<file path="src/hw/rtl/pspk_pkg.sv">
// Package for the power-of-two shelf rectangle packer.
// Holds field widths, payload and internal structs, register indexes and the class function.
// No dependencies.
package pspk_pkg;

  localparam int DIM_W            = 13;
  localparam int POS_W            = 12;
  localparam int AREA_W           = 25;
  localparam int PROD_W           = 2 * DIM_W;
  localparam int MIN_SHELF_HEIGHT = 2;
  localparam int HEIGHT_CLASSES   = 16;
  localparam int CLS_W            = $clog2(HEIGHT_CLASSES);
  localparam int LOG_W            = $clog2(DIM_W + 1) + 1;
  localparam int APB_AW           = 3;
  localparam int APB_DW           = 32;

  localparam logic [DIM_W-1:0]  ATLAS_RESET = DIM_W'(512);
  localparam logic [AREA_W-1:0] AREA_MAX    = {AREA_W{1'b1}};

  // Register indexes (address bit 2 selects the register)
  localparam logic REG_ATLAS_WIDTH  = 1'b0;
  localparam logic REG_ATLAS_HEIGHT = 1'b1;

  typedef struct packed {
    logic [DIM_W-1:0] rect_width;
    logic [DIM_W-1:0] rect_height;
  } in_item_t;

  typedef struct packed {
    logic              placed;
    logic [POS_W-1:0]  pos_x;
    logic [POS_W-1:0]  pos_y;
    logic [AREA_W-1:0] area_used;
  } out_item_t;

  typedef struct packed {
    logic [DIM_W-1:0] atlas_width;
    logic [DIM_W-1:0] atlas_height;
  } cfg_t;

  // Classified request handed from front to back
  typedef struct packed {
    logic              attempt;
    logic [CLS_W-1:0]  cls;
    logic [DIM_W-1:0]  w;
    logic [PROD_W-1:0] area;
  } cmd_t;

  // Smallest k with 2^k >= v
  function automatic logic [LOG_W-1:0] ceil_log2(input logic [DIM_W-1:0] v);
    logic [LOG_W-1:0] k;
    k = LOG_W'(DIM_W);
    for (int i = DIM_W; i >= 0; i--) begin
      if (((DIM_W + 1)'(1) << i) >= {1'b0, v}) begin
        k = LOG_W'(i);
      end
    end
    return k;
  endfunction

endpackage

</file>
<file path="src/hw/rtl/pow2_shelf_rect_packer_top.sv">
// Top level of the power-of-two shelf rectangle packer.
// Depends on pspk_pkg, pspk_cfg, pspk_front, pspk_cmdq and pspk_back.
//
// Places rectangles into an atlas by shelf packing, one open shelf per
// power-of-two height class (height raised to a minimum of two, then rounded
// up). Requests go in through a queue-like port (push/full) and every
// request yields exactly one result word, in order, on a queue-like port
// (empty/pop): placed flag, position (12-bit wrapped, zero when not placed)
// and the saturating running area total. The block sustains one request per
// clock while the result side keeps popping; that figure is set by the back
// stage, which reads and writes the selected class's shelf entry and the
// strip pointer in the same cycle. An accepted request is first loaded into
// the front register (bounds check, class, width times height), then
// written to the two-word request queue, and then the shelf update runs and
// writes its result word to the two-word result queue. Either side can stall
// without holding up the other until the queues fill. The atlas width and
// height registers sit at byte addresses 0 and 4 of the APB port (reset 512
// each) and are to be changed only while the block is idle; open shelves
// survive a change.
module pow2_shelf_rect_packer_top
  import pspk_pkg::*;
(
  input  logic              clk,
  input  logic              rst_n,
  // request channel
  input  logic              push,
  output logic              full,
  input  in_item_t          in_item,
  // result channel
  output logic              empty,
  input  logic              pop,
  output out_item_t         out_item,
  // configuration port
  input  logic              psel,
  input  logic              penable,
  input  logic              pwrite,
  input  logic [APB_AW-1:0] paddr,
  input  logic [APB_DW-1:0] pwdata,
  output logic [APB_DW-1:0] prdata,
  output logic              pready
);

  cfg_t cfg;
  logic q_full;
  logic q_push;
  cmd_t q_cmd;
  logic cmd_valid;
  cmd_t cmd_head;
  logic cmd_pop;

  pspk_cfg u_cfg (
    .clk     (clk),
    .rst_n   (rst_n),
    .psel    (psel),
    .penable (penable),
    .pwrite  (pwrite),
    .paddr   (paddr),
    .pwdata  (pwdata),
    .prdata  (prdata),
    .pready  (pready),
    .cfg     (cfg)
  );

  // Classify and register each request
  pspk_front u_front (
    .clk     (clk),
    .rst_n   (rst_n),
    .push    (push),
    .full    (full),
    .in_item (in_item),
    .cfg     (cfg),
    .q_full  (q_full),
    .q_push  (q_push),
    .q_cmd   (q_cmd)
  );

  // Hold classified requests until the back stage takes them
  pspk_cmdq u_cmdq (
    .clk      (clk),
    .rst_n    (rst_n),
    .push     (q_push),
    .push_cmd (q_cmd),
    .full     (q_full),
    .pop      (cmd_pop),
    .valid    (cmd_valid),
    .head     (cmd_head)
  );

  // Advance the shelf table and queue the result word
  pspk_back u_back (
    .clk       (clk),
    .rst_n     (rst_n),
    .cfg       (cfg),
    .cmd_valid (cmd_valid),
    .cmd       (cmd_head),
    .cmd_pop   (cmd_pop),
    .pop       (pop),
    .empty     (empty),
    .out_item  (out_item)
  );

endmodule

</file>
<file path="src/hw/rtl/pspk_cfg.sv">
// APB-style register file for the atlas size.
// Depends on pspk_pkg.
module pspk_cfg
  import pspk_pkg::*;
(
  input  logic              clk,
  input  logic              rst_n,
  input  logic              psel,
  input  logic              penable,
  input  logic              pwrite,
  input  logic [APB_AW-1:0] paddr,
  input  logic [APB_DW-1:0] pwdata,
  output logic [APB_DW-1:0] prdata,
  output logic              pready,
  output cfg_t              cfg
);

  logic [DIM_W-1:0] atlas_width_r;
  logic [DIM_W-1:0] atlas_height_r;
  logic             wr_en;
  logic             reg_sel;

  assign pready  = 1'b1;
  assign reg_sel = paddr[2];
  assign wr_en   = psel && penable && pwrite && pready;

  always_ff @(posedge clk) begin
    if (!rst_n) begin
      atlas_width_r  <= ATLAS_RESET;
      atlas_height_r <= ATLAS_RESET;
    end else if (wr_en) begin
      if (reg_sel == REG_ATLAS_WIDTH) begin
        atlas_width_r <= pwdata[DIM_W-1:0];
      end else begin
        atlas_height_r <= pwdata[DIM_W-1:0];
      end
    end
  end

  always_comb begin
    case (reg_sel)
      REG_ATLAS_WIDTH:  prdata = APB_DW'(atlas_width_r);
      REG_ATLAS_HEIGHT: prdata = APB_DW'(atlas_height_r);
      default:          prdata = '0;
    endcase
  end

  assign cfg.atlas_width  = atlas_width_r;
  assign cfg.atlas_height = atlas_height_r;

endmodule

</file>
<file path="src/hw/rtl/pspk_front.sv">
// Front stage: accepts requests, checks atlas bounds, picks the height class, forms the area.
// Depends on pspk_pkg.
module pspk_front
  import pspk_pkg::*;
(
  input  logic     clk,
  input  logic     rst_n,
  input  logic     push,
  output logic     full,
  input  in_item_t in_item,
  input  cfg_t     cfg,
  input  logic     q_full,
  output logic     q_push,
  output cmd_t     q_cmd
);

  logic             valid_r;
  logic             valid_nxt;
  cmd_t             cmd_r;
  cmd_t             cmd_nxt;
  logic             take;
  logic [DIM_W-1:0] h_min;
  logic [LOG_W-1:0] cls_full;

  assign full   = valid_r && q_full;
  assign take   = push && !full;
  assign q_push = valid_r && !q_full;
  assign q_cmd  = cmd_r;

  always_comb begin
    h_min    = (in_item.rect_height < DIM_W'(MIN_SHELF_HEIGHT)) ?
               DIM_W'(MIN_SHELF_HEIGHT) : in_item.rect_height;
    cls_full = ceil_log2(h_min);
    cmd_nxt.attempt = (in_item.rect_width <= cfg.atlas_width) &&
                      (in_item.rect_height <= cfg.atlas_height) &&
                      (cls_full < LOG_W'(HEIGHT_CLASSES));
    cmd_nxt.cls  = cls_full[CLS_W-1:0];
    cmd_nxt.w    = in_item.rect_width;
    cmd_nxt.area = PROD_W'(in_item.rect_width) * PROD_W'(in_item.rect_height);
  end

  always_comb begin
    valid_nxt = valid_r;
    if (take) begin
      valid_nxt = 1'b1;
    end else if (q_push) begin
      valid_nxt = 1'b0;
    end
  end

  always_ff @(posedge clk) begin
    if (!rst_n) begin
      valid_r <= 1'b0;
    end else begin
      valid_r <= valid_nxt;
    end
  end

  always_ff @(posedge clk) begin
    if (take) begin
      cmd_r <= cmd_nxt;
    end
  end

endmodule

</file>
<file path="src/hw/rtl/pspk_cmdq.sv">
// Two-word queue of classified requests between front and back.
// Depends on pspk_pkg.
module pspk_cmdq
  import pspk_pkg::*;
(
  input  logic clk,
  input  logic rst_n,
  input  logic push,
  input  cmd_t push_cmd,
  output logic full,
  input  logic pop,
  output logic valid,
  output cmd_t head
);

  cmd_t       mem [2];
  logic       wr_ptr_r;
  logic       rd_ptr_r;
  logic [1:0] count_r;
  logic [1:0] count_nxt;
  logic       do_push;
  logic       do_pop;

  assign full    = (count_r == 2'd2);
  assign valid   = (count_r != 2'd0);
  assign do_push = push && !full;
  assign do_pop  = pop && valid;
  assign head    = mem[rd_ptr_r];

  always_comb begin
    count_nxt = count_r;
    if (do_push && !do_pop) begin
      count_nxt = count_r + 2'd1;
    end else if (do_pop && !do_push) begin
      count_nxt = count_r - 2'd1;
    end
  end

  always_ff @(posedge clk) begin
    if (!rst_n) begin
      wr_ptr_r <= 1'b0;
      rd_ptr_r <= 1'b0;
      count_r  <= 2'd0;
    end else begin
      count_r <= count_nxt;
      if (do_push) begin
        wr_ptr_r <= !wr_ptr_r;
      end
      if (do_pop) begin
        rd_ptr_r <= !rd_ptr_r;
      end
    end
  end

  always_ff @(posedge clk) begin
    if (do_push) begin
      mem[wr_ptr_r] <= push_cmd;
    end
  end

endmodule

</file>
<file path="src/hw/rtl/pspk_back.sv">
// Back stage: shelf table lookup and update, area total, two-word result queue.
// Depends on pspk_pkg.
module pspk_back
  import pspk_pkg::*;
(
  input  logic      clk,
  input  logic      rst_n,
  input  cfg_t      cfg,
  input  logic      cmd_valid,
  input  cmd_t      cmd,
  output logic      cmd_pop,
  input  logic      pop,
  output logic      empty,
  output out_item_t out_item
);

  logic              shelf_open_r [HEIGHT_CLASSES];
  logic [DIM_W-1:0]  shelf_x_r    [HEIGHT_CLASSES];
  logic [DIM_W-1:0]  shelf_y_r    [HEIGHT_CLASSES];
  logic [DIM_W-1:0]  next_y_r;
  logic [AREA_W-1:0] area_r;

  logic              cur_open;
  logic [DIM_W-1:0]  cur_x;
  logic [DIM_W-1:0]  cur_y;
  logic [DIM_W:0]    hp;
  logic [DIM_W:0]    strip_end;
  logic              fit_x;
  logic              fit_y;
  logic              use_old;
  logic              open_new;
  logic              ok;
  logic [DIM_W-1:0]  px;
  logic [DIM_W-1:0]  py;
  logic [AREA_W+1:0] area_sum;
  logic [AREA_W-1:0] area_nxt;
  out_item_t         res;

  out_item_t         rq_mem [2];
  logic              rq_wr_r;
  logic              rq_rd_r;
  logic [1:0]        rq_cnt_r;
  logic [1:0]        rq_cnt_nxt;
  logic              do_pop;

  assign cmd_pop = cmd_valid && (rq_cnt_r != 2'd2);
  assign empty   = (rq_cnt_r == 2'd0);
  assign do_pop  = pop && !empty;
  assign out_item = rq_mem[rq_rd_r];

  always_comb begin
    cur_open  = shelf_open_r[cmd.cls];
    cur_x     = shelf_x_r[cmd.cls];
    cur_y     = shelf_y_r[cmd.cls];
    hp        = (DIM_W + 1)'(1) << cmd.cls;
    strip_end = {1'b0, next_y_r} + hp;
    fit_x     = ({1'b0, cur_x} + {1'b0, cmd.w}) <= {1'b0, cfg.atlas_width};
    fit_y     = strip_end <= {1'b0, cfg.atlas_height};
    use_old   = cmd.attempt && cur_open && fit_x;
    open_new  = cmd.attempt && !use_old && fit_y;
    ok        = use_old || open_new;
    px        = open_new ? '0 : cur_x;
    py        = open_new ? next_y_r : cur_y;
    area_sum  = (AREA_W + 2)'(area_r) + (AREA_W + 2)'(cmd.area);
    area_nxt  = (area_sum > (AREA_W + 2)'(AREA_MAX)) ? AREA_MAX : area_sum[AREA_W-1:0];

    res.placed    = ok;
    res.pos_x     = ok ? px[POS_W-1:0] : '0;
    res.pos_y     = ok ? py[POS_W-1:0] : '0;
    res.area_used = ok ? area_nxt : area_r;
  end

  // Shelf state and totals; a failed request leaves everything as is
  always_ff @(posedge clk) begin
    if (!rst_n) begin
      for (int i = 0; i < HEIGHT_CLASSES; i++) begin
        shelf_open_r[i] <= 1'b0;
        shelf_x_r[i]    <= '0;
        shelf_y_r[i]    <= '0;
      end
      next_y_r <= '0;
      area_r   <= '0;
    end else if (cmd_pop && ok) begin
      shelf_open_r[cmd.cls] <= 1'b1;
      shelf_x_r[cmd.cls]    <= px + cmd.w;
      shelf_y_r[cmd.cls]    <= py;
      area_r                <= area_nxt;
      if (open_new) begin
        next_y_r <= strip_end[DIM_W-1:0];
      end
    end
  end

  always_comb begin
    rq_cnt_nxt = rq_cnt_r;
    if (cmd_pop && !do_pop) begin
      rq_cnt_nxt = rq_cnt_r + 2'd1;
    end else if (do_pop && !cmd_pop) begin
      rq_cnt_nxt = rq_cnt_r - 2'd1;
    end
  end

  always_ff @(posedge clk) begin
    if (!rst_n) begin
      rq_wr_r  <= 1'b0;
      rq_rd_r  <= 1'b0;
      rq_cnt_r <= 2'd0;
    end else begin
      rq_cnt_r <= rq_cnt_nxt;
      if (cmd_pop) begin
        rq_wr_r <= !rq_wr_r;
      end
      if (do_pop) begin
        rq_rd_r <= !rq_rd_r;
      end
    end
  end

  always_ff @(posedge clk) begin
    if (cmd_pop) begin
      rq_mem[rq_wr_r] <= res;
    end
  end

endmodule

</file>
<file path="config.mk">
export PLATFORM = sky130hd
export DESIGN_NAME = pow2_shelf_rect_packer_top
export DESIGN_NICKNAME = d
export VERILOG_FILES = /design/src/hw/rtl/pspk_pkg.sv /design/src/hw/rtl/pow2_shelf_rect_packer_top.sv /design/src/hw/rtl/pspk_cfg.sv /design/src/hw/rtl/pspk_front.sv /design/src/hw/rtl/pspk_cmdq.sv /design/src/hw/rtl/pspk_back.sv
export SDC_FILE = /design/constraint.sdc
export NUM_CORES = 2
export LEC_CHECK = 0
export BUFFER_PORTS_ARGS = -buffer_cell sky130_fd_sc_hd__buf_4
export CAP_MARGIN = 20
export CORE_UTILIZATION = 25
export CTS_CLUSTER_DIAMETER = 80
export DETAILED_ROUTE_END_ITERATION = 6
export GPL_TIMING_DRIVEN = 0
export PLACE_DENSITY_LB_ADDON = 0.3
export SLEW_MARGIN = 30
export SYNTH_ARGS = -nofsm -noshare
export SYNTH_HDL_FRONTEND = slang
export SYNTH_HIERARCHICAL = 1
export SYNTH_SLANG_ARGS = --single-unit
</file>
<file path="constraint.sdc">
create_clock -name clk -period 11.3 [get_ports clk]
set_input_delay 0.565 -clock clk [delete_from_list [all_inputs] [get_ports clk]]
set_output_delay 0.565 -clock clk [all_outputs]
set_load 0.02 [all_outputs]
</file>
After elaboration in Yosys (flattened, before gate mapping)
Memory sizes are Yosys's and may differ from the RTL's. A register that Yosys moved wholly into a read port is not among the register bits.
Cells that the tools add are included.
- flip-flop bits (word level): 117
- bits of input ports: 68
- output and inout bits: 85
- memories kept: 5
- RAM bits: 620
- multiply operators: 1
- order comparisons: 20
- shift-type cells: 1
- reductions and logical operators: 44
- bitwise logic cells: 1
- $add $sub $neg: 8
- equal/unequal tests: 2
- muxes and demuxes: 48
- memory list (name ; depth ; bits a word ; rd ports ; clocked after memory_dff ; wr ports ; RTL line ; RTL):
    u_back.shelf_x_r ; 16 ; 13 ; 1 ; 0 ; 16 ; pspk_back.sv:18 ; logic [DIM_W-1:0] shelf_x_r [HEIGHT_CLASSES];
    u_back.shelf_y_r ; 16 ; 13 ; 1 ; 0 ; 16 ; pspk_back.sv:19 ; logic [DIM_W-1:0] shelf_y_r [HEIGHT_CLASSES];
    u_back.rq_mem ; 2 ; 50 ; 1 ; 1 ; 1 ; pspk_back.sv:39 ; out_item_t rq_mem [2];
    u_cmdq.mem ; 2 ; 44 ; 1 ; 1 ; 1 ; pspk_cmdq.sv:16 ; cmd_t mem [2];
    u_back.shelf_open_r ; 16 ; 1 ; 1 ; 0 ; 16 ; pspk_back.sv:17 ; logic shelf_open_r [HEIGHT_CLASSES];
- operators with widths (cell ; number):
    two-way mux 13 bit ; 5
    one-hot mux 32 bit (2 select lines) ; 1
    two-way mux 25 bit ; 2
    two-way mux 4 bit ; 11
    less-or-equal comparator 14 x 13 -> 1 bit ; 2
    adder 25 x 26 -> 27 bit ; 1
    greater-than comparator 27 x 25 -> 1 bit (second input constant) ; 1
    less-or-equal comparator 13 bit ; 2
    multiplier 13 x 13 -> 26 bit ; 1
    OR reduction 13 bit ; 2
    two-way mux 12 bit ; 2
    logical AND 1 bit ; 20
    two-way mux 1 bit ; 19
    adder 13 x 13 -> 14 bit ; 1
    adder 13 x 14 -> 14 bit ; 1
    << shifter 1 x 4 -> 14 bit (first input constant) ; 1
    adder 13 bit ; 1
    greater-or-equal comparator 1 x 13 -> 1 bit (first input constant) ; 1
    greater-or-equal comparator 10 x 13 -> 1 bit (first input constant) ; 1
    greater-or-equal comparator 11 x 13 -> 1 bit (first input constant) ; 1
    greater-or-equal comparator 12 x 13 -> 1 bit (first input constant) ; 1
    greater-or-equal comparator 13 bit (first input constant) ; 1
    greater-or-equal comparator 2 x 13 -> 1 bit (first input constant) ; 1
    greater-or-equal comparator 3 x 13 -> 1 bit (first input constant) ; 1
    other kinds (21) ; 45

Depth between registers and ports, before layout
- depth in word-level cells: 18
- depth in mapped cells: 40
- depth with buffers taken out: 32

Cells and area by module
Netlist, hierarchy kept.
- modules (own cells, without submodules) (module ; times used ; area each (um^2) ; cells each):
    pspk_back ; 1 ; 27380.0 ; 2100
    pspk_front ; 1 ; 8020.2 ; 875
    pspk_cmdq ; 1 ; 3409.5 ; 162
    pspk_cfg ; 1 ; 1333.8 ; 137

Worst setup path after synthesis
No wires, ideal clock.
- path kind: reg2reg
- start point: register (tool-made name)
- end point: memory u_back.shelf_x_r[0][10] (data pin)
- slack: 2.747 ns
- setup time: 0.266 ns
- stages on the path, launching flop included: 38
- period minus slack after synthesis: 8.553 ns
- arrival time: 8.287 ns
- cell sequence: dfxtp_1 > buf_2 > mux2_2 > buf_4 > buf_2 > buf_2 > buf_2 > mux4_2 > mux4_2 > ha_1 > a211oi_1 > o21ai_0 > or3_1 > a31oi_1 > o21bai_1 > a21oi_1 > o21ai_0 > xor2_1 > [... 2 more ...] > nor3_1 > o31ai_1 > a22oi_1 > nand2b_1 > and3_1 > buf_6 > buf_12 > clkbuf_1 > nor2_1 > fa_1 > a21oi_1 > o311ai_0 > a31oi_1 > o21bai_1 > a21oi_1 > xor2_1 > clkbuf_1 > nor2_1
- RTL lines (item ; RTL line):
    to (decl) ; pspk_back.sv:18

==> run_summary.xml <==
<?xml version="1.0" encoding="UTF-8"?>
<metrics>
  <group name="outcome">
    <metric name="status" unit="">finished, final reports clean</metric>
  </group>
  <group name="routing">
    <metric name="detailedRoute.firstPassIterationCount" unit="">7</metric>
    <metric name="wl_per_cell" unit="um">21.4</metric>
    <metric name="vias_per_cell" unit="">4.68</metric>
    <metric name="routed_wirelength" unit="um">121000</metric>
    <metric name="detail_route.iter0.violations" unit="">2305</metric>
    <metric name="antenna_left" unit="">0</metric>
    <metric name="detailroute.via_count" unit="">26400</metric>
    <metric name="detail_route.drc_violations" unit="">0</metric>
  </group>
  <group name="setup_path">
    <metric name="cp_data_required_time" unit="ns">11.66</metric>
    <metric name="worstRegToRegCells" unit="">36</metric>
    <metric name="reg2reg_setup_slack" unit="ns">0.68</metric>
    <metric name="path_delay_family" unit="">compound AO/OA/AOI/OAI gates</metric>
    <metric name="rr_endpoint" unit="">u_back/shelf_x_r[5][10]</metric>
    <metric name="timing.critical_path.arrival" unit="ns">10.99</metric>
    <metric name="worst_setup_path_start_kind" unit="">flip-flop</metric>
    <metric name="critical_path.max_fanout" unit="">19</metric>
    <metric name="critical_path.slowest_cell" unit="">sky130_fd_sc_hd__mux4_2</metric>
    <metric name="critical_path.endpoint_type" unit="">flip-flop</metric>
    <metric name="cp_num_buf_inv" unit="">7</metric>
    <metric name="critical-path-max-stage-delay" unit="ns">0.61</metric>
    <metric name="timing_worst_setup_path_type" unit="">reg2reg</metric>
  </group>
  <group name="job">
    <metric name="max_cap_violations" unit="">0</metric>
  </group>
  <group name="synthesis">
    <metric name="number_of_enable_flip_flop_cells_after_synthesis" unit="">632</metric>
    <metric name="syn-instance-count" unit="">3274</metric>
    <metric name="mapped_avg_cell_area" unit="um^2">12.3</metric>
    <metric name="asyncSetResetFlopFracSynth" unit="%">0</metric>
    <metric name="synth-warning-count" unit="">6</metric>
    <metric name="ys_dominant_reg_cell" unit="">sky130_fd_sc_hd__edfxtp_1</metric>
    <metric name="synth_top_cell_by_area" unit="">sky130_fd_sc_hd__edfxtp_1</metric>
    <metric name="synthDistinctLibCells" unit="">87</metric>
    <metric name="ys_top_cells_by_area" unit="">sky130_fd_sc_hd__edfxtp_1 47%, sky130_fd_sc_hd__mux4_2 6.7%, sky130_fd_sc_hd__fa_1 6.2%</metric>
    <metric name="synth_top_cell_area_share" unit="%">47.3</metric>
    <metric name="synth_sequential_area_ratio" unit="%">51.8</metric>
    <metric name="syn_area" unit="um^2">40100</metric>
    <metric name="number_of_storage_elements_in_the_synthesis_netlist" unit="">723</metric>
  </group>
  <group name="power_and_ir_drop">
    <metric name="power.ir.vdd_worst" unit="V">0.000146</metric>
    <metric name="power_per_cell_area" unit="nW/um^2">244</metric>
    <metric name="cellLeakagePower" unit="nW">18.0</metric>
  </group>
  <group name="cells_and_area">
    <metric name="post-route-util" unit="%">29.5</metric>
    <metric name="final_cell_mix" unit="">632 x sky130_fd_sc_hd__edfxtp_1, 521 x sky130_fd_sc_hd__nor2_1, 248 x sky130_fd_sc_hd__inv_1</metric>
    <metric name="final_nets" unit="">3885</metric>
    <metric name="areaGrowthSynthToFinish" unit="%">16.7</metric>
    <metric name="drive_above_1_share" unit="%">17.9</metric>
    <metric name="layout.cells.most_common" unit="">sky130_fd_sc_hd__edfxtp_1</metric>
  </group>
  <group name="sta">
    <metric name="final_number_of_setup_violating_endpoints" unit="">0</metric>
    <metric name="final-max-slew-violation-count" unit="">0</metric>
    <metric name="finalWorstPathRequiredPeriod" unit="ns">10.62</metric>
    <metric name="timing.final.crit_share" unit="%">94.0</metric>
    <metric name="tightest_slew" unit="ns">1.02</metric>
    <metric name="fmax" unit="GHz">0.0941</metric>
    <metric name="final-hold-violation-count" unit="">0</metric>
    <metric name="worst_slew_margin_rel" unit="%">30.8</metric>
    <metric name="rsz0062_at_grt" unit="">false</metric>
    <metric name="skew" unit="ns">0.0298</metric>
    <metric name="postLayoutSetupSlackWorst" unit="ns">0.675</metric>
  </group>
  <group name="floorplan">
    <metric name="top_level_ports" unit="">153</metric>
    <metric name="die-width" unit="um">403</metric>
    <metric name="floorplan.die.height" unit="um">403</metric>
    <metric name="core-area" unit="um^2">159000</metric>
    <metric name="floorplan.rows" unit="">146</metric>
    <metric name="floorplan.initialDensity" unit="%">25.3</metric>
    <metric name="dieArea" unit="um^2">162000</metric>
  </group>
  <group name="hold_path">
    <metric name="worst_hold_startpoint" unit="">push</metric>
    <metric name="holdCritPathClass" unit="">in2reg</metric>
    <metric name="whs_endpoint" unit="">u_front/valid_r</metric>
    <metric name="min_delay_path_depth" unit="">2</metric>
  </group>
  <group name="grt">
    <metric name="grt_antenna_before_repair" unit="">5</metric>
    <metric name="grt_use_total" unit="%">14.7</metric>
    <metric name="wire_length_of_the_first_global_routing_pass" unit="um">177000</metric>
    <metric name="grt_max_degree" unit="">42</metric>
    <metric name="remaining_global_route_overflow" unit="">0</metric>
    <metric name="grt_pass1_vias" unit="">26400</metric>
  </group>
  <group name="clocking">
    <metric name="clkLatencyLatePin" unit="ns">0.66</metric>
    <metric name="cts_buffers" unit="">83</metric>
    <metric name="tritoncts" unit="">done</metric>
    <metric name="cts.sink_count" unit="">723</metric>
    <metric name="cts_max_path_buffers" unit="">3</metric>
    <metric name="post_cts.repair.setup_buffers" unit="">0</metric>
    <metric name="clk_root_buffer_cell" unit="">sky130_fd_sc_hd__clkbuf_16</metric>
    <metric name="cts.reportedPaths.clkPinSlew" unit="ns">0.06</metric>
    <metric name="holdBufCountCts" unit="">0</metric>
    <metric name="cts.htree.levels" unit="">3</metric>
  </group>
  <group name="placed_design">
    <metric name="detailedPlacementHpwl" unit="um">89000</metric>
    <metric name="setup_slack_after_placement" unit="ns">-0.557</metric>
    <metric name="port_buffers" unit="">109</metric>
    <metric name="place_congestion" unit="">0.844</metric>
  </group>
</metrics>
==> cell type report <==
class                           count  area [um^2]
Sequential cell                   723        20800
Antenna cell                        1         2.50
Timing Repair Buffer              132         1370
Tap cell                         2072         2590
Clock inverter                     32          243
Multi-Input combinational cell   2116        17600
Buffer                            199         1020
Clock buffer                      118         2300
Fill cell                       16300       112000
Inverter                          249          935
==> registers in the layout (all words and copies together), names as in the netlist, 2 cells and up, named ones only <==
register / flops
u_back/shelf_x_r: 208
u_cmdq/count_r: 2
u_back/shelf_open_r: 16
u_cmdq/mem: 88
u_front/q_cmd: 44
u_back/next_y_r: 13
u_back/area_r: 25
u_back/rq_mem: 100
u_back/shelf_y_r: 192
u_cfg/atlas_width_r: 13
u_cfg/atlas_height_r: 13
u_back/rq_cnt_r: 2
==> Yosys cell counts, types with 6 or more instances <==
library cell and number:
sky130_fd_sc_hd__mux2i_4 12, sky130_fd_sc_hd__buf_1 12, sky130_fd_sc_hd__nor2_1 521, sky130_fd_sc_hd__fa_1 125, sky130_fd_sc_hd__a31oi_1 14, sky130_fd_sc_hd__o31ai_1 6
sky130_fd_sc_hd__o211ai_1 9, sky130_fd_sc_hd__nand3_2 8, sky130_fd_sc_hd__buf_6 11, sky130_fd_sc_hd__mux2i_1 44, sky130_fd_sc_hd__ha_1 188, sky130_fd_sc_hd__nand4_1 19
sky130_fd_sc_hd__a21boi_0 8, sky130_fd_sc_hd__buf_2 44, sky130_fd_sc_hd__nand3_1 24, sky130_fd_sc_hd__mux4_1 9, sky130_fd_sc_hd__dfxtp_1 91, sky130_fd_sc_hd__buf_4 26
sky130_fd_sc_hd__or3_1 10, sky130_fd_sc_hd__xor2_1 26, sky130_fd_sc_hd__mux4_2 120, sky130_fd_sc_hd__o21ai_0 90, sky130_fd_sc_hd__nand2b_1 22, sky130_fd_sc_hd__a211oi_1 14
sky130_fd_sc_hd__a21oi_1 110, sky130_fd_sc_hd__and2_1 91, sky130_fd_sc_hd__nand2_1 243, sky130_fd_sc_hd__mux2_2 109, sky130_fd_sc_hd__o21bai_1 8, sky130_fd_sc_hd__edfxtp_1 632
sky130_fd_sc_hd__and3_1 21, sky130_fd_sc_hd__inv_1 248, sky130_fd_sc_hd__o21a_1 16, sky130_fd_sc_hd__xnor2_1 45, sky130_fd_sc_hd__a21o_1 33, sky130_fd_sc_hd__nor3_1 26
sky130_fd_sc_hd__or2_2 9, sky130_fd_sc_hd__nor2b_1 29, sky130_fd_sc_hd__clkbuf_1 110
==> metal layers <==
layer	up-vias	global-route usage (%)	wire (um)
met5	-	0	15
met4	4	4.34	3130
met3	162	2.13	6610
met2	741	23.3	54400
met1	13500	20.8	56600
li1	12000	-	-
==> cells by family after synthesis <==
logic type / Yosys count / share of synthesized area, %
other: 2 / 0.0187
XOR/XNOR: 72 / 1.61
adder cells (fa/ha/maj): 313 / 12.1
flip-flops: 723 / 51.8
AO/OA/AOI/OAI: 366 / 5.75
multiplexers: 294 / 12.1
AND/OR/NAND/NOR: 1051 / 11.7
buffers and inverters: 453 / 4.86
==> metrics by stage <==
step,setup TNS (ns),std cells,hold WS [ns],power (mW),area (um^2)
floorplan,0,3292,0.407,7.24,40200
global placement,-19.68,5473,0.421,8.85,43600
detailed placement,-18.26,5496,0.428,8.94,44300
CTS,0,5645,0.112,11.5,46800
global route,0,5642,0.141,12.2,46800
finish,0,5642,0.140,11.4,46800
==> worst max-delay path by stage <==
stage          startpoint                       to  slack [ns]  cells past startpoint
2_1_floorplan   flip-flop  u_back/shelf_x_r[0][10]        2.75                     37
3_3_place_gp    flip-flop  u_back/shelf_x_r[0][10]       -0.51                     37
3_5_place_dp    flip-flop  u_back/shelf_x_r[1][10]       -0.56                     37
4_1_cts         flip-flop  u_back/shelf_x_r[1][10]        0.07                     37
5_1_grt         flip-flop  u_back/shelf_x_r[1][10]        0.01                     36
6_report        flip-flop  u_back/shelf_x_r[5][10]        0.68                     36
==> report_power, final <==
group	leakage, nW	switching [mW]	internal, mW
registers	7.03	0.116	3.42
clock network	1.25	1.10	1.47
logic	9.72	3.30	2.05
total	18.0	4.52	6.93
==> repair_timing <==
action                     4_1_cts  5_1_grt
setup endpoints to repair       91      114
gates resized for setup          5       13
pin swaps                        0        0
Note: power is estimated with default switching activity, not from simulation.
